**config.mk**
```make
export PLATFORM = sky130hd
export DESIGN_NAME = channel_status_record_extractor
export DESIGN_NICKNAME = d
export VERILOG_FILES = /design/src/rtl/core/cse_pkg.sv /design/src/rtl/core/cse_parser.sv /design/src/rtl/core/cse_result_fifo.sv /design/src/rtl/core/channel_status_record_extractor.sv
export SDC_FILE = /design/constraint.sdc
export NUM_CORES = 1
export LEC_CHECK = 0
export BUFFER_PORTS_ARGS = -buffer_cell sky130_fd_sc_hd__buf_2
export CORE_MARGIN = 3
export CORE_UTILIZATION = 47
export DETAILED_ROUTE_END_ITERATION = 6
export PLACE_DENSITY_LB_ADDON = 0.05
export SKIP_CTS_REPAIR_TIMING = 1
export SLEW_MARGIN = 0
export SYNTH_ARGS = -nofsm -noshare
export SYNTH_HDL_FRONTEND = slang
export SYNTH_SLANG_ARGS = --single-unit
```
**constraint.sdc**
```tcl
create_clock -name aclk -period 7.9 [get_ports aclk]
set_input_delay 0 -clock aclk [delete_from_list [all_inputs] [get_ports aclk]]
set_output_delay 0 -clock aclk [all_outputs]
set_load 0.01 [all_outputs]
```
**src/rtl/core/cse_pkg.sv**
```systemverilog
`timescale 1ns / 1ps
// ----------------------------------------------------------------------------
// cse_pkg
// Shared types and constants of the channel status record extractor.
// ----------------------------------------------------------------------------
package cse_pkg;

    // slot limit per packet
    localparam int MAX_SATELLITES = 20;
    localparam int SLOT_CNT_W     = 7;
    localparam logic [SLOT_CNT_W-1:0] MAX_SATS = SLOT_CNT_W'(MAX_SATELLITES);

    // packet layout
    localparam logic [15:0] POS_MAX       = 16'hFFFF;
    localparam logic [15:0] OFF_START     = 16'd0;
    localparam logic [15:0] OFF_CMD       = 16'd3;
    localparam logic [15:0] OFF_LEN_LO    = 16'd4;
    localparam logic [15:0] OFF_LEN_HI    = 16'd5;
    localparam logic [15:0] OFF_STATUS    = 16'd13;
    localparam logic [15:0] OFF_VISIBLE   = 16'd15;
    localparam logic [15:0] OFF_USED      = 16'd17;
    localparam logic [15:0] OFF_PDOP      = 16'd18;
    localparam logic [15:0] RECORD_BASE   = 16'd20;
    localparam logic [15:0] PAYLOAD_SHIFT = 16'd3;
    localparam logic [7:0]  CHANNEL_CMD   = 8'h86;

    // byte offsets inside a 14-byte satellite record
    localparam logic [3:0] REC_PRN   = 4'd0;
    localparam logic [3:0] REC_TRK   = 4'd1;
    localparam logic [3:0] REC_ELE   = 4'd5;
    localparam logic [3:0] REC_AZ_LO = 4'd6;
    localparam logic [3:0] REC_AZ_HI = 4'd7;
    localparam logic [3:0] REC_CA    = 4'd8;
    localparam logic [3:0] REC_P2    = 4'd10;
    localparam logic [3:0] REC_LAST  = 4'd13;

    // status decoding
    localparam logic [7:0] STATUS_MASK = 8'h05;
    localparam logic [7:0] STATUS_DIFF = 8'h05;
    localparam logic [7:0] STATUS_GPS  = 8'h01;

    // result kinds
    localparam logic [1:0] KIND_SAT      = 2'd0;
    localparam logic [1:0] KIND_FIX      = 2'd1;
    localparam logic [1:0] KIND_OVERFLOW = 2'd2;

    // fix codes
    localparam logic [1:0] FIX_NONE = 2'd0;
    localparam logic [1:0] FIX_GPS  = 2'd1;
    localparam logic [1:0] FIX_DIFF = 2'd2;

    // result queue
    localparam int FIFO_DEPTH = 4;
    localparam int FIFO_AW    = 2;
    localparam int FIFO_CW    = 3;

    typedef struct packed {
        logic [1:0]  kind;
        logic [5:0]  slot;
        logic [7:0]  prn;
        logic [7:0]  elevation;
        logic [15:0] azimuth;
        logic [7:0]  signal_quarter_db;
        logic [1:0]  fix_status;
        logic [7:0]  visible_cnt;
        logic [7:0]  used_cnt;
        logic [7:0]  pdop_tenths;
        logic        last;
    } result_t;

    // up to two results per byte; b only together with a
    typedef struct packed {
        logic    a_valid;
        logic    b_valid;
        result_t a;
        result_t b;
    } push_t;

endpackage

```
**src/rtl/core/cse_parser.sv**
```systemverilog
`timescale 1ns / 1ps
// ----------------------------------------------------------------------------
// cse_parser
// Byte position tracking, header capture and satellite record decode.
// ----------------------------------------------------------------------------
module cse_parser
    import cse_pkg::*;
(
    input  logic       aclk,
    input  logic       aresetn,
    input  logic       in_accept,
    input  logic [7:0] data_byte,
    input  logic       start_of_packet,
    input  logic       end_of_packet,
    output push_t      push
);

    // control state
    logic [15:0]           pos_reg, pos_next;
    logic                  chan_reg, chan_next;
    logic [15:0]           len_reg, len_next;
    logic [7:0]            status_reg, status_next;
    logic [7:0]            vis_reg, vis_next;
    logic [7:0]            used_reg, used_next;
    logic [7:0]            pdop_reg, pdop_next;
    logic [3:0]            roff_reg, roff_next;
    logic [SLOT_CNT_W-1:0] slots_reg, slots_next;
    logic                  ovf_reg, ovf_next;

    // current record fields
    logic [7:0]  prn_reg, prn_next;
    logic [7:0]  trk_reg, trk_next;
    logic [7:0]  ele_reg, ele_next;
    logic [15:0] az_reg, az_next;
    logic [7:0]  ca_reg, ca_next;

    logic [15:0] pos;
    logic        first;
    logic [15:0] rec_start;
    logic        counted;
    logic        sat_emit;
    logic        sum_emit;
    logic [7:0]  status_bits;
    result_t     sat_res;
    result_t     sum_res;

    always_comb begin
        pos       = start_of_packet ? OFF_START : pos_reg;
        first     = (pos == OFF_START);

        pos_next    = pos_reg;
        chan_next   = chan_reg;
        len_next    = len_reg;
        status_next = status_reg;
        vis_next    = vis_reg;
        used_next   = used_reg;
        pdop_next   = pdop_reg;
        roff_next   = roff_reg;
        slots_next  = slots_reg;
        ovf_next    = ovf_reg;
        prn_next    = prn_reg;
        trk_next    = trk_reg;
        ele_next    = ele_reg;
        az_next     = az_reg;
        ca_next     = ca_reg;
        sat_emit    = 1'b0;
        sum_emit    = 1'b0;

        if (in_accept && first) begin
            chan_next   = 1'b0;
            len_next    = '0;
            status_next = '0;
            vis_next    = '0;
            used_next   = '0;
            pdop_next   = '0;
            roff_next   = '0;
            slots_next  = '0;
            ovf_next    = 1'b0;
        end

        rec_start = pos - {12'd0, roff_next} - PAYLOAD_SHIFT;
        counted   = (rec_start < len_next);

        if (in_accept && pos != POS_MAX) begin
            case (pos)
                OFF_CMD:     chan_next   = (data_byte == CHANNEL_CMD);
                OFF_LEN_LO:  len_next    = {len_next[15:8], data_byte};
                OFF_LEN_HI:  len_next    = {data_byte, len_next[7:0]};
                OFF_STATUS:  status_next = data_byte;
                OFF_VISIBLE: vis_next    = data_byte;
                OFF_USED:    used_next   = data_byte;
                OFF_PDOP:    pdop_next   = data_byte;
                default:     ;
            endcase

            if (pos >= RECORD_BASE && chan_next) begin
                case (roff_next)
                    REC_PRN: begin
                        prn_next = data_byte;
                        if (counted && slots_next >= MAX_SATS) begin
                            ovf_next = 1'b1;
                        end
                    end
                    REC_TRK:   trk_next = data_byte;
                    REC_ELE:   ele_next = data_byte;
                    REC_AZ_LO: az_next  = {az_reg[15:8], data_byte};
                    REC_AZ_HI: az_next  = {data_byte, az_reg[7:0]};
                    REC_CA:    ca_next  = data_byte;
                    REC_P2: begin
                        sat_emit = !ovf_next && counted && (trk_reg != 8'd0);
                    end
                    default: ;
                endcase
                roff_next = (roff_next == REC_LAST) ? 4'd0 : roff_next + 4'd1;
            end
        end

        if (in_accept) begin
            pos_next = (pos != POS_MAX) ? pos + 16'd1 : POS_MAX;
            if (end_of_packet) begin
                pos_next = OFF_START;
                sum_emit = chan_next;
            end
        end

        if (sat_emit) begin
            slots_next = slots_reg + SLOT_CNT_W'(1);
        end

        sat_res                   = '0;
        sat_res.kind              = KIND_SAT;
        sat_res.slot              = slots_reg[5:0];
        sat_res.prn               = prn_reg;
        sat_res.elevation         = ele_reg;
        sat_res.azimuth           = az_reg;
        sat_res.signal_quarter_db = (data_byte != 8'd0) ? data_byte : ca_reg;

        status_bits = status_next & STATUS_MASK;
        sum_res      = '0;
        sum_res.last = 1'b1;
        if (ovf_next) begin
            sum_res.kind = KIND_OVERFLOW;
        end else begin
            sum_res.kind         = KIND_FIX;
            sum_res.fix_status   = (status_bits == STATUS_DIFF) ? FIX_DIFF :
                                   (status_bits == STATUS_GPS)  ? FIX_GPS  : FIX_NONE;
            sum_res.visible_cnt  = vis_next;
            sum_res.used_cnt     = used_next;
            sum_res.pdop_tenths  = pdop_next;
        end

        push.a_valid = sat_emit || sum_emit;
        push.b_valid = sat_emit && sum_emit;
        push.a       = sat_emit ? sat_res : sum_res;
        push.b       = sum_res;
    end

    always_ff @(posedge aclk) begin
        if (!aresetn) begin
            pos_reg    <= '0;
            chan_reg   <= 1'b0;
            len_reg    <= '0;
            status_reg <= '0;
            vis_reg    <= '0;
            used_reg   <= '0;
            pdop_reg   <= '0;
            roff_reg   <= '0;
            slots_reg  <= '0;
            ovf_reg    <= 1'b0;
        end else begin
            pos_reg    <= pos_next;
            chan_reg   <= chan_next;
            len_reg    <= len_next;
            status_reg <= status_next;
            vis_reg    <= vis_next;
            used_reg   <= used_next;
            pdop_reg   <= pdop_next;
            roff_reg   <= roff_next;
            slots_reg  <= slots_next;
            ovf_reg    <= ovf_next;
        end
    end

    always_ff @(posedge aclk) begin
        prn_reg <= prn_next;
        trk_reg <= trk_next;
        ele_reg <= ele_next;
        az_reg  <= az_next;
        ca_reg  <= ca_next;
    end

    // record offset wraps within a record
    a_roff_range: assert property (@(posedge aclk) disable iff (!aresetn)
        roff_reg <= REC_LAST)
        else $error("record offset out of range");

    // no satellite result once the packet has overflowed
    a_no_sat_after_ovf: assert property (@(posedge aclk) disable iff (!aresetn)
        (ovf_reg && !start_of_packet && pos_reg != OFF_START) |-> !sat_emit)
        else $error("satellite result after overflow");

    // slot count only moves on an emitted record or a packet start
    a_slots_step: assert property (@(posedge aclk) disable iff (!aresetn)
        (in_accept && !first && !sat_emit) |=> $stable(slots_reg))
        else $error("slot count changed without a result");

endmodule

```
**src/rtl/core/cse_result_fifo.sv**
```systemverilog
`timescale 1ns / 1ps
// ----------------------------------------------------------------------------
// cse_result_fifo
// Four-entry result queue, up to two writes and one read per cycle.
// ----------------------------------------------------------------------------
module cse_result_fifo
    import cse_pkg::*;
(
    input  logic    aclk,
    input  logic    aresetn,
    input  push_t   push,
    output logic    room,
    output logic    m_valid,
    input  logic    m_ready,
    output result_t m_item
);

    result_t              mem [FIFO_DEPTH];
    logic [FIFO_AW-1:0]   wr_reg, wr_next;
    logic [FIFO_AW-1:0]   rd_reg, rd_next;
    logic [FIFO_CW-1:0]   cnt_reg, cnt_next;
    logic                 pop;
    logic [FIFO_AW-1:0]   wr_b;

    assign m_valid = (cnt_reg != '0);
    assign m_item  = mem[rd_reg];
    assign room    = (cnt_reg <= FIFO_CW'(FIFO_DEPTH - 2));
    assign pop     = m_valid && m_ready;
    assign wr_b    = wr_reg + FIFO_AW'(1);

    always_comb begin
        wr_next  = wr_reg + FIFO_AW'(push.a_valid) + FIFO_AW'(push.b_valid);
        rd_next  = rd_reg + FIFO_AW'(pop);
        cnt_next = cnt_reg + FIFO_CW'(push.a_valid) + FIFO_CW'(push.b_valid)
                   - FIFO_CW'(pop);
    end

    always_ff @(posedge aclk) begin
        if (!aresetn) begin
            wr_reg  <= '0;
            rd_reg  <= '0;
            cnt_reg <= '0;
        end else begin
            wr_reg  <= wr_next;
            rd_reg  <= rd_next;
            cnt_reg <= cnt_next;
        end
    end

    always_ff @(posedge aclk) begin
        if (push.a_valid) begin
            mem[wr_reg] <= push.a;
        end
        if (push.b_valid) begin
            mem[wr_b] <= push.b;
        end
    end

    a_cnt_bound: assert property (@(posedge aclk) disable iff (!aresetn)
        cnt_reg <= FIFO_CW'(FIFO_DEPTH))
        else $error("result queue overfilled");

    a_push_room: assert property (@(posedge aclk) disable iff (!aresetn)
        push.a_valid |-> room)
        else $error("result pushed without room");

    a_push_order: assert property (@(posedge aclk) disable iff (!aresetn)
        push.b_valid |-> push.a_valid)
        else $error("second result without first");

endmodule

```
**src/rtl/core/channel_status_record_extractor.sv**
```systemverilog
`timescale 1ns / 1ps
// ----------------------------------------------------------------------------
// channel_status_record_extractor
// Parses channel status packets byte by byte, emits one item per tracked record
// inside the length and slot limit, and a fix or overflow summary at packet end.
// ----------------------------------------------------------------------------
//
//  Channel  Dir  Handshake          Payload
//  s_       in   s_valid/s_ready    data_byte, start_of_packet, end_of_packet
//  m_       out  m_valid/m_ready    kind, slot, prn, elevation, azimuth,
//                                   signal_quarter_db, fix_status,
//                                   visible_cnt, used_cnt, pdop_tenths, last
//
//  One byte per cycle while s_ready is high. Each accepted byte is decoded
//  in the cycle it is taken and its results (none, one or two) land in a
//  four-entry result queue; if it was empty, the first is on m_ the following cycle.
//  s_ready is high while the queue has room for two results, so bytes keep
//  flowing while earlier results wait on m_ready.
//  aresetn (synchronous) clears position, header, record offset, slot and
//  overflow state and empties the queue; the record fields are not reset.
//
module channel_status_record_extractor
    import cse_pkg::*;
(
    input  logic        aclk,
    input  logic        aresetn,

    input  logic        s_valid,
    output logic        s_ready,
    input  logic [7:0]  s_data_byte,
    input  logic        s_start_of_packet,
    input  logic        s_end_of_packet,

    output logic        m_valid,
    input  logic        m_ready,
    output logic [1:0]  m_kind,
    output logic [5:0]  m_slot,
    output logic [7:0]  m_prn,
    output logic [7:0]  m_elevation,
    output logic [15:0] m_azimuth,
    output logic [7:0]  m_signal_quarter_db,
    output logic [1:0]  m_fix_status,
    output logic [7:0]  m_visible_cnt,
    output logic [7:0]  m_used_cnt,
    output logic [7:0]  m_pdop_tenths,
    output logic        m_last
);

    logic    in_accept;
    logic    room;
    push_t   push;
    result_t m_item;

    // a byte may produce a satellite result and the summary together
    assign s_ready   = room;
    assign in_accept = s_valid && s_ready;

    cse_parser u_parser (
        .aclk            (aclk),
        .aresetn         (aresetn),
        .in_accept       (in_accept),
        .data_byte       (s_data_byte),
        .start_of_packet (s_start_of_packet),
        .end_of_packet   (s_end_of_packet),
        .push            (push)
    );

    cse_result_fifo u_fifo (
        .aclk    (aclk),
        .aresetn (aresetn),
        .push    (push),
        .room    (room),
        .m_valid (m_valid),
        .m_ready (m_ready),
        .m_item  (m_item)
    );

    // unpack the queue head onto the result ports
    assign m_kind              = m_item.kind;
    assign m_slot              = m_item.slot;
    assign m_prn               = m_item.prn;
    assign m_elevation         = m_item.elevation;
    assign m_azimuth           = m_item.azimuth;
    assign m_signal_quarter_db = m_item.signal_quarter_db;
    assign m_fix_status        = m_item.fix_status;
    assign m_visible_cnt       = m_item.visible_cnt;
    assign m_used_cnt          = m_item.used_cnt;
    assign m_pdop_tenths       = m_item.pdop_tenths;
    assign m_last              = m_item.last;

endmodule

```
# Word-level counts from Yosys, hierarchy flattened
# Memory sizes are Yosys's and may differ from the RTL's. A register that Yosys moved wholly into a read port is not among the register bits.
# Cells that the tools add are included.
[word_totals] reg_bits=132 ram_bits=300 input_bits=14 output_inout_bits=77 elab_cells=128 memories=1
[memory_table] memory="u_fifo.mem" words=4 width=75 read_ports=1 rd_clocked_by_memory_dff=1 write_ports=2 line_no="cse_result_fifo.sv:18" rtl="result_t mem [FIFO_DEPTH];"
[op_classes] n_addsub=12 magnitude_cmp=4 n_eq_ne=18 mux=50 n_bitwise=2 n_reduce_logical=22
[op_table] operator="$mux W8" count=13
[op_table] operator="$mux W16" count=5
[op_table] operator="$mux W75" count=1
[op_table] operator="$pmux W16 S2" count=2
[op_table] operator="$eq A16 B3 Y1 const B" count=2
[op_table] operator="$eq A16 B4 Y1 const B" count=2
[op_table] operator="$eq A16 B5 Y1 const B" count=2
[op_table] operator="$mux W26" count=1
[op_table] operator="$mux W1" count=19
[op_table] operator="$add A16 B1 Y16 const B" count=1
[op_table] operator="$eq A16 B2 Y1 const B" count=1
[op_table] operator="$ge A16 B5 Y1 const B" count=1
[op_table] operator="$logic_not A16 Y1" count=1
[op_table] operator="$lt A16 B16 Y1" count=1
[op_table] operator="$mux W4" count=4
[op_table] operator="$ne A16 B16 Y1 const B" count=1
[op_table] operator="$reduce_bool A8 Y1" count=2
[op_table] operator="$sub A16 B2 Y16 const B" count=1
[op_table] operator="$sub A16 B4 Y16" count=1
[op_table] operator="$mux W7" count=2
[op_table] operator="$eq A4 B3 Y1 const B" count=3
[op_table] operator="$eq A4 B4 Y1 const B" count=3
[op_table] operator="$reduce_and A3 Y1" count=4
[op_table] operator="$logic_and A1 B1 Y1" count=9
[op_table] operator="other kinds (19)" count=26

# Depth between registers and ports, before layout
# Gate-level depths: netlist of run 1.
[depth] depth_word=16 mapped_depth=36 depth_no_buf=30

# By module
# From an unflattened synthesis of run 1, not the netlist that was laid out.
[hier_totals] cells_unflattened=1645 area_unflattened_um2=22002.4
[modules_own_cells] mod="cse_result_fifo" instances=1 cells_per_inst=766 area_each_um2=14766.7 seq_area_each_um2=9148.8
[modules_own_cells] mod="cse_parser" instances=1 cells_per_inst=878 area_each_um2=7229.4 seq_area_each_um2=2862.7
[modules_own_cells] mod="channel_status_record_extractor" instances=1 cells_per_inst=1 area_each_um2=6.3 seq_area_each_um2=0.0

# Least setup slack after synthesis of run 1
# Ideal clock, no wire load.
[synth_path] kind="flip-flop to flip-flop" from="reg u_parser.pos_reg[11]" to="mem u_fifo.mem[0][10] (netlist name) (enable)" setup_time_ns=0.456 arrival_time_ns=7.590 t_required_ns=7.444 path_slack_ns=-0.146 path_stages_with_launch=31 path_buffers=6 period_less_slack_ns=8.046 path_cell_list="dfxtp_1 -> clkbuf_1 -> nor4_1 -> and4_1 -> buf_4 -> a21oi_2 -> or2_2 -> buf_2 -> buf_1 -> buf_1 -> nand3_1 -> nand2_1 -> ha_1 -> inv_1 -> fa_1 -> nor2b_1 -> o21ai_0 -> and3_1 -> o21ai_0 -> nor2_1 -> a211o_1 -> nand2_1 -> ha_1 -> nand4_1 -> inv_1 -> a221o_1 -> a211o_1 -> nor4_4 -> buf_6 -> nand2_4 -> o31ai_1"
[synth_rtl] element="start: declaration" line_no="cse_parser.sv:19" rtl="logic [15:0] pos_reg, pos_next;"
[synth_rtl] element="start signal: assignment" line_no="cse_parser.sv:171" rtl="pos_reg <= pos_next;"
[synth_rtl] element="end: declaration" line_no="cse_result_fifo.sv:18"

==> results.cfg, run 1 <==
[run_status]
status = complete, no violations

[synth]
yosysWarnings = 0
ys_types = 69
synth_nets = 1812
async_flop_share_pct = 0
syn_inst = 1766
yosysSeqAreaShare_pct = 54.0
synth_flop_cell = dfxtp_1
synth_enable_flop_cells = 160
ys_ff_latch = 426
avgSynthCellArea_um2 = 10.6
synth_area_um2 = 18800

[worst_setup_path]
critPathBufInv = 3
rr_worst_depth = 26
path_max_fanout = 52
start_kind = flop
r2r_setup_slack_ns = 0.92
reg2reg_from = u_parser.pos_reg[6]
max_stage_delay_ns = 0.59
worstPathArrival_ns = 7.40
worstSetupEndpointType = flop
cp_common_cell = buf_4
crit_type = reg2reg
r2r-end = u_fifo.mem[2][11]
cp_slowest_cell = buf_4
critPathRequiredTime_ns = 8.32
critical_path.startpoint = u_parser.pos_reg[6]
critPathTopFamily = simple AND/OR/NAND/NOR gates

[finish]
final_cell_count_no_fill = 2369
drive_above_1_share_pct = 16.7
nNetsFinal = 1861
stdcell_area_um2 = 21100
layout_common_cells = nand2_1 (281), dfxtp_1 (264), nor2_1 (202), edfxtp_1 (160), a21oi_1 (151)
area_growth_pct = 12.7
mostFrequentLayoutCell = nand2_1
regMostFlops = u_fifo.mem
diodes = 0
fillCellCount = 3433
regArea_um2 = 10100
multi_input_area_um2 = 7880
largest_reg_flops = 300

[pwr]
power_per_cell_area_nw_per_um2 = 230
cellLeakagePower_uw = 0.00682
ir_drop_mv = 0.154

[placement]
port_buffers = 90
place_area_um2 = 19600
dp_hpwl_mm = 30.6
gp_congestion = 0.860
dpl.cell_count = 2275

[grt]
antenna_found_initial = 3
met3_usage_pct = 4.41
grt_usage_pct = 24.4
grtUsageMet2_pct = 42.7
grt_pass1_vias = 13724
grt_max_degree = 64
grt.busiest_layer = met2
use_met1_pct = 31.5
grt_pass1_wl_mm = 79.9
grt-ovfl-total = 0

[timing]
period_share_pct = 88.4
fin_crit_ns = 6.98
skew_ns = 0.0190
drv_slew = 0
worst_pin_slew_ns = 1.09
clock.fmax_mhz = 143
setup_viol = 0
setup_tns_ns = 0
slew_headroom_pct = 27.6
hold_viol = 0
rsz0062_at_grt = false
whs_ns = 0.00681

[clock_tree]
cts-htree-levels = 2
cts_buffers = 45
clock_sinks = 426
cts.clk_slew.worst_paths_ns = 0.06
clockBufferDepth = 3
cts-root-buf = clkbuf_16
cts_tree = done
clk-insertion-delay-late_ns = 0.58

[route]
post-route-drc-count = 0
finalWirelength_mm = 51.4
ant_nets = 0
dr.pass1.iters = 5
via_per_inst = 5.74
drtIter0Drc = 883
wire_per_inst_um = 21.7
vias = 13607

[floorplanning]
die_w_um = 206
dieHeight_um = 206
num_rows = 72
die-area_um2 = 42300
core_area_um2 = 39000
ioPinCount = 91
initial_core_util_pct = 48.1

[min_path]
min_path_type = in2reg
min_to = u_parser.chan_reg
whs_path_depth = 4
min_from = s_valid

[flow_run]
max-cap-violations = 0
## final cells by class
class                           count  area share, %
Sequential cell                   426           48.0
Clock inverter                     12          0.663
Inverter                           31          0.550
Multi-Input combinational cell   1169           37.3
Clock buffer                       71           6.23
Tap cell                          518           3.07
Timing Repair Buffer              142           4.29
## how the worst max path moves through the flow
stage / end / depth (start not counted) / slack (ns)
floorplan: u_fifo.mem[0][10] / 30 / -0.15
global placement: u_fifo.cnt_reg[1] / 26 / 1.05
global route: u_fifo.mem[2][26] / 26 / 0.24
finish: u_fifo.mem[2][11] / 26 / 0.92
detailed placement: u_fifo.mem[2][19] / 26 / 0.97
CTS: u_fifo.mem[2][11] / 26 / 0.94
## synth_stat cells, types with 7 or more instances
cell type	number	area, um^2
dfxtp_1	266	5330
and3_1	7	43.8
nor3_1	19	95.1
nor2b_1	20	125
mux4_2	75	1690
a21oi_1	151	756
clkbuf_1	57	214
o21ai_0	30	150
xnor2_1	8	70.1
nand2_1	281	1050
a22oi_1	20	150
inv_1	29	109
or2_2	9	56.3
and2_1	19	119
ha_1	28	350
a211oi_1	25	188
buf_2	46	230
buf_4	8	60.1
a22o_1	60	526
nor4_1	8	50.1
buf_1	18	67.6
o2bb2a_1	10	100
xor2_1	11	96.3
buf_6	11	124
nand4_1	16	100
edfxtp_1	160	4800
nand3_1	50	250
nor2_1	202	758
a21boi_0	23	173
## worst reg2reg max path: stages (launching register included)
cell      delay [ns]
dfxtp_1         0.42
nor4_1          0.30
and4_1          0.38
a21oi_2         0.13
or2_2           0.39
nand2_1         0.25
xor2_1          0.24
ha_1            0.26
a21o_1          0.17
a21oi_1         0.20
nor2b_1         0.08
nor2_1          0.14
o21ai_0         0.23
o311ai_0        0.39
o21ai_0         0.19
ha_1            0.36
a21oi_1         0.14
nand2_1         0.06
a221o_1         0.30
a211o_1         0.35
nor4_2          0.30
buf_4           0.22
and3_2          0.20
buf_4           0.59
o21ai_2         0.08
buf_4           0.28
nor2_1          0.18
## power by group
group	switching (uW)	internal, uW
Sequential	58.8	2280
Combinational	264	166
Clock	859	1240
Total	1180	3680
## layer usage
layer | wire [um] | vias to the layer above
met4 | 992 | 2
met3 | 2630 | 85
li1 | - | 6463
met2 | 25700 | 349
met1 | 22100 | 6708
met5 | 7 | -
## kinds of logic after synthesis
logic type                 count (synthesis)  share of synthesized area, %
buffers and inverters                    171                          4.33
adders and majority gates                 32                          2.29
muxes                                     79                          9.22
AOI/OAI and AO/OA                        381                          13.8
DFF                                      426                          54.0
xor gates and xnor gates                  19                         0.887
and+or+nand+nor                          658                          15.5
## stage by stage
stage	setup slack, ns	total power (uW)	utilization (%)
6_report	0.916	4860	54.2
4_1_cts	0.943	4910	53.9
3_5_place_dp	0.975	2820	50.2
3_3_place_gp	1.05	2820	50.2
2_1_floorplan	-0.146	2680	-
5_1_grt	0.241	5040	54.2
Note: power is estimated with default switching activity, not from simulation.
==> run 2: changes to the inputs <==
- RECOVER_POWER: not set -> 25
==> run 2 against run 1 <==
The run now ends with capacitance limit, slew limit left. Hold slack got worse by 0.0019 ns. Non-clock buffer count stayed put. Sequential cell count stayed put. Sequential share of layout area increased by 0.29 points. Sequential power barely moved. Critical path type unchanged.
==> results.cfg, run 2 (same netlist as run 1, synthesis figures left out) <==
[grt]
antenna_found_initial = 3
grt_pass1_wl_mm = 79.9
grt_pass1_vias = 13724
grt_max_degree = 64
grtUsageMet2_pct = 42.7
grt-ovfl-total = 0
use_met1_pct = 31.5
grt.busiest_layer = met2
met3_usage_pct = 4.41
grt_usage_pct = 24.4

[worst_setup_path]
start_kind = flop
path_max_fanout = 54
crit_type = reg2reg
reg2reg_from = u_parser.pos_reg[6]
max_stage_delay_ns = 0.60
r2r_setup_slack_ns = 0.84
worstSetupEndpointType = flop
rr_worst_depth = 26
r2r-end = u_fifo.mem[2][11]
cp_common_cell = buf_4
worstPathArrival_ns = 7.49
critPathRequiredTime_ns = 8.32
cp_slowest_cell = buf_4

[timing]
hold_viol = 0
rsz0062_at_grt = false
worst_pin_slew_ns = 3.73
layout_setup_ws_ns = 0.836
setup_viol = 0
period_share_pct = 89.4
clock.fmax_mhz = 142
slew_headroom_pct = -148
fin_crit_ns = 7.06
skew_ns = 0.0146
drv_slew = 98

[floorplanning]
core_area_um2 = 39000
num_rows = 72
die-area_um2 = 42300
die_w_um = 206
initial_core_util_pct = 48.1
ioPinCount = 91
dieHeight_um = 206

[route]
via_per_inst = 5.75
ant_nets = 0
vias = 13630
post-route-drc-count = 0
drtIter0Drc = 979
dr.pass1.iters = 5
wire_per_inst_um = 21.7
finalWirelength_mm = 51.5

[clock_tree]
cts.clk_slew.worst_paths_ns = 0.06
clk-insertion-delay-late_ns = 0.57
cts-root-buf = clkbuf_16
cts-htree-levels = 2
clock_sinks = 426
cts_tree = done
clockBufferDepth = 3
cts_buffers = 45

[finish]
regMostFlops = u_fifo.mem
diodes = 0
fin_util_pct = 53.9
layout_common_cells = nand2_1 (281), dfxtp_1 (265), nor2_1 (202), edfxtp_1 (160), a21oi_1 (152)
fillCellCount = 3467
mostFrequentLayoutCell = nand2_1
regArea_um2 = 10100
nNetsFinal = 1861
drive_above_1_share_pct = 12.7
largest_reg_flops = 300
multi_input_area_um2 = 7850
area_growth_pct = 12.0
final_cell_count_no_fill = 2369

[min_path]
min_to = u_parser.chan_reg
min_path_type = in2reg
min_from = s_valid
whs_path_depth = 4

[placement]
pre_cts_slack_ns = 0.975
gp_congestion = 0.860
dpl.cell_count = 2275
port_buffers = 90
dp_hpwl_mm = 30.6

[run_status]
violations = capacitance limit, slew limit
status = finished with violations

[pwr]
cellLeakagePower_uw = 0.00654
ir_drop_mv = 0.154
power_per_cell_area_nw_per_um2 = 232

[flow_run]
max-cap-violations = 4
==> run 2: layer usage <==
metal / share of wire (%) / wire, um / vias up
li1: - / - / 6465
met1: 43 / 21900 / 6719
met2: 50 / 25700 / 362
met3: 5.5 / 2830 / 82
met4: 1.9 / 981 / 2
met5: 0.014 / 7 / -
==> run 2: how the worst max path moves through the flow <==
stage	slack (ns)	from	depth (start not counted)	end
finish	0.84	u_parser.pos_reg[6]	26	u_fifo.mem[2][11]
detailed placement	0.97	u_parser.pos_reg[3]	26	u_fifo.mem[2][19]
global placement	1.05	u_parser.pos_reg[3]	26	u_fifo.cnt_reg[1]
floorplan	-0.15	u_parser.pos_reg[11]	30	u_fifo.mem[0][10]
CTS	0.94	u_parser.pos_reg[3]	26	u_fifo.mem[2][11]
global route	0.13	u_parser.pos_reg[6]	26	u_fifo.mem[2][26]
==> run 2: area by class of cell <==
class                      count  area share [%]
tap                          518            3.09
multi-input combinational   1169            37.3
timing repair buffer         142            3.84
clock inverter                12           0.667
clock buffer                  71            6.27
sequential                   426            48.2
inverter                      31           0.554
==> run 2: critical path, delay by kind of cell (launching register included) <==
family          cells  cell delay (ns)
compound gates      9             2.04
fa+ha+maj           2             0.62
flops               1             0.54
buf+inv             4             1.59
simple gates       11             2.10
==> run 2: report_power, final <==
part / switching (uW) / total (uW) / leakage, uW / internal [uW]
Combinational: 265 / 434 / 0.00249 / 170
Sequential: 59.2 / 2340 / 0.00334 / 2280
Clock: 855 / 2100 / 0.000706 / 1240
Total: 1180 / 4860 / 0.00654 / 3690
==> run 2: stage by stage <==
step | total power (uW) | instance area (um^2) | TNS [ns] | hold WS (ns)
2_1_floorplan | 2680 | 18800 | -8.19 | 0.0989
3_3_place_gp | 2820 | 19600 | 0 | 0.432
6_report | 4860 | 21000 | 0 | 0.00487
5_1_grt | 5040 | 21000 | 0 | 0.00768
3_5_place_dp | 2820 | 19600 | 0 | 0.439
4_1_cts | 4910 | 21000 | 0 | -0.134
==> run 3: changes to the inputs <==
- CORE_MARGIN: 3 -> 5
==> run 3 against run 2 <==
The flow finishes with violations (DRC, hold timing, capacitance limit, slew limit). Global-route usage down 1.3 points. Sequential share of layout area about the same. Non-clock buffer count is 3 lower. Die area increased by 3.9%. Power increased by 1.3%. Sequential cell count is the same. Cell count up 0.34%. Sequential power about the same. Critical path type is now in2reg. Critical endpoint is now u_fifo.cnt_reg[1].
==> results.cfg, run 3 (same netlist as run 1, synthesis figures left out) <==
[worst_setup_path]
max_stage_delay_ns = 0.53
rr_worst_depth = 26
crit_type = in2reg
start_kind = primary input
worstSetupEndpointType = flop
worstPathArrival_ns = 7.47
cp_common_cell = ha_1
r2r-end = u_fifo.cnt_reg[1]
path_max_fanout = 54
critPathRequiredTime_ns = 8.37
cp_slowest_cell = dlygate4sd3_1
r2r_setup_slack_ns = 0.91
reg2reg_from = u_parser.pos_reg[9]

[clock_tree]
cts-root-buf = clkbuf_16
cts_buffers = 47
cts-htree-levels = 2
clockBufferDepth = 3
cts.clk_slew.worst_paths_ns = 0.06
cts_tree = done
clk-insertion-delay-late_ns = 0.58
clock_sinks = 426

[route]
wl_met3_mm = 2.29
routed.top_layer = met4
drtIter0Drc = 1068
via_per_inst = 5.78
dr.pass1.iters = 7
ant_nets = 0
m1WireLength_mm = 22.6
route.met2.wl_mm = 25.4
post-route-drc-count = 1
wire_per_inst_um = 21.7
finalWirelength_mm = 51.6
vias = 13736

[finish]
mostFrequentLayoutCell = nand2_1
fin_util_pct = 53.0
regMostFlops = u_fifo.mem
diodes = 0
area_growth_pct = 12.1
nNetsFinal = 1860
final_cell_count_no_fill = 2377
layout_common_cells = nand2_1 (281), dfxtp_1 (265), nor2_1 (202), edfxtp_1 (160), a21oi_1 (151)
largest_reg_flops = 300
drive_above_1_share_pct = 13.0
stdcell_area_um2 = 21000

[grt]
grt_max_degree = 55
grt_pass1_vias = 13735
antenna_found_initial = 0
grt_usage_pct = 23.1
grt_pass1_wl_mm = 80.6
grt-ovfl-total = 0

[run_status]
status = finished with violations
violations = DRC, hold timing, capacitance limit, slew limit

[flow_run]
max-cap-violations = 3

[timing]
whs_ns = -0.0136
clock.fmax_mhz = 143
slew_headroom_pct = -36.4
skew_ns = 0.0178
period_share_pct = 88.6
setup_viol = 0
drv_slew = 98
worst_pin_slew_ns = 2.05
rsz0062_at_grt = false
hold_viol = 2
setup_tns_ns = 0
fin_crit_ns = 7.00

[min_path]
whs_path_depth = 3
min_to = u_parser.pos_reg[12]
min_from = s_valid
min_path_type = in2reg

[placement]
gp_congestion = 0.851
place_area_um2 = 19500
port_buffers = 90
dpl.cell_count = 2280
dp_hpwl_mm = 30.4

[floorplanning]
die_w_um = 210
die-area_um2 = 44000
dieHeight_um = 210
num_rows = 73
ioPinCount = 91
core_area_um2 = 39600
initial_core_util_pct = 47.3

[pwr]
cellLeakagePower_uw = 0.00657
power_per_cell_area_nw_per_um2 = 234
ir_drop_mv = 0.161
-- run 3: cell count changes in the layout (fill, tap and decap cells not counted), moves of 2 or more --
cell | before | now
clkinv_2 | 3 | 5
buf_12 | 3 | 1
clkbuf_16 | 47 | 50
clkinv_1 | 6 | 3
-- run 3: worst max path at each step --
stage	startpoint	to	slack, ns	cells after the start
after floorplan	u_parser.pos_reg[11]	u_fifo.mem[0][10]	-0.15	30
after global placement	u_parser.pos_reg[3]	u_fifo.cnt_reg[1]	1.03	26
after detailed placement	u_parser.pos_reg[3]	u_fifo.cnt_reg[1]	0.91	26
after CTS	u_parser.pos_reg[3]	u_fifo.cnt_reg[1]	0.90	26
after global routing	s_start_of_packet	u_fifo.cnt_reg[1]	0.24	29
final	s_start_of_packet	u_fifo.cnt_reg[1]	0.90	29
-- run 3: worst max-delay path, delay by kind of cell --
family / cells / cell delay (ns)
buf+inv: 5 / 1.65
compound gates: 8 / 1.78
fa+ha+maj: 6 / 2.03
simple gates: 10 / 2.00
-- run 3: stage by stage --
stage,worst slack (ns),total power (uW)
after floorplan,-0.146,2680
after global placement,1.03,2810
after detailed placement,0.914,2810
after CTS,0.900,4980
after global routing,0.244,5110
final,0.899,4930
-- run 3: layer usage --
metal,up-vias,GRT usage (%)
li1,6460,-
met1,6838,30.7
met2,350,39.5
met3,88,2.99
met4,0,7.52
met5,-,0
-- run 3: power by group --
group / internal (uW) / switching [uW] / leakage [uW]
Clock: 1280 / 883 / 0.000744
Combinational: 166 / 263 / 0.00248
Sequential: 2280 / 57.9 / 0.00334
Total: 3720 / 1200 / 0.00657
-- run 3: final cells by class --
type,count,area (um^2)
clock inverter,11,124
timing repair buffer,139,761
clock buffer,76,1400
multi-input combinational,1169,7830
fill,3602,18600
sequential,426,10100
inverter,31,116
tap,525,657
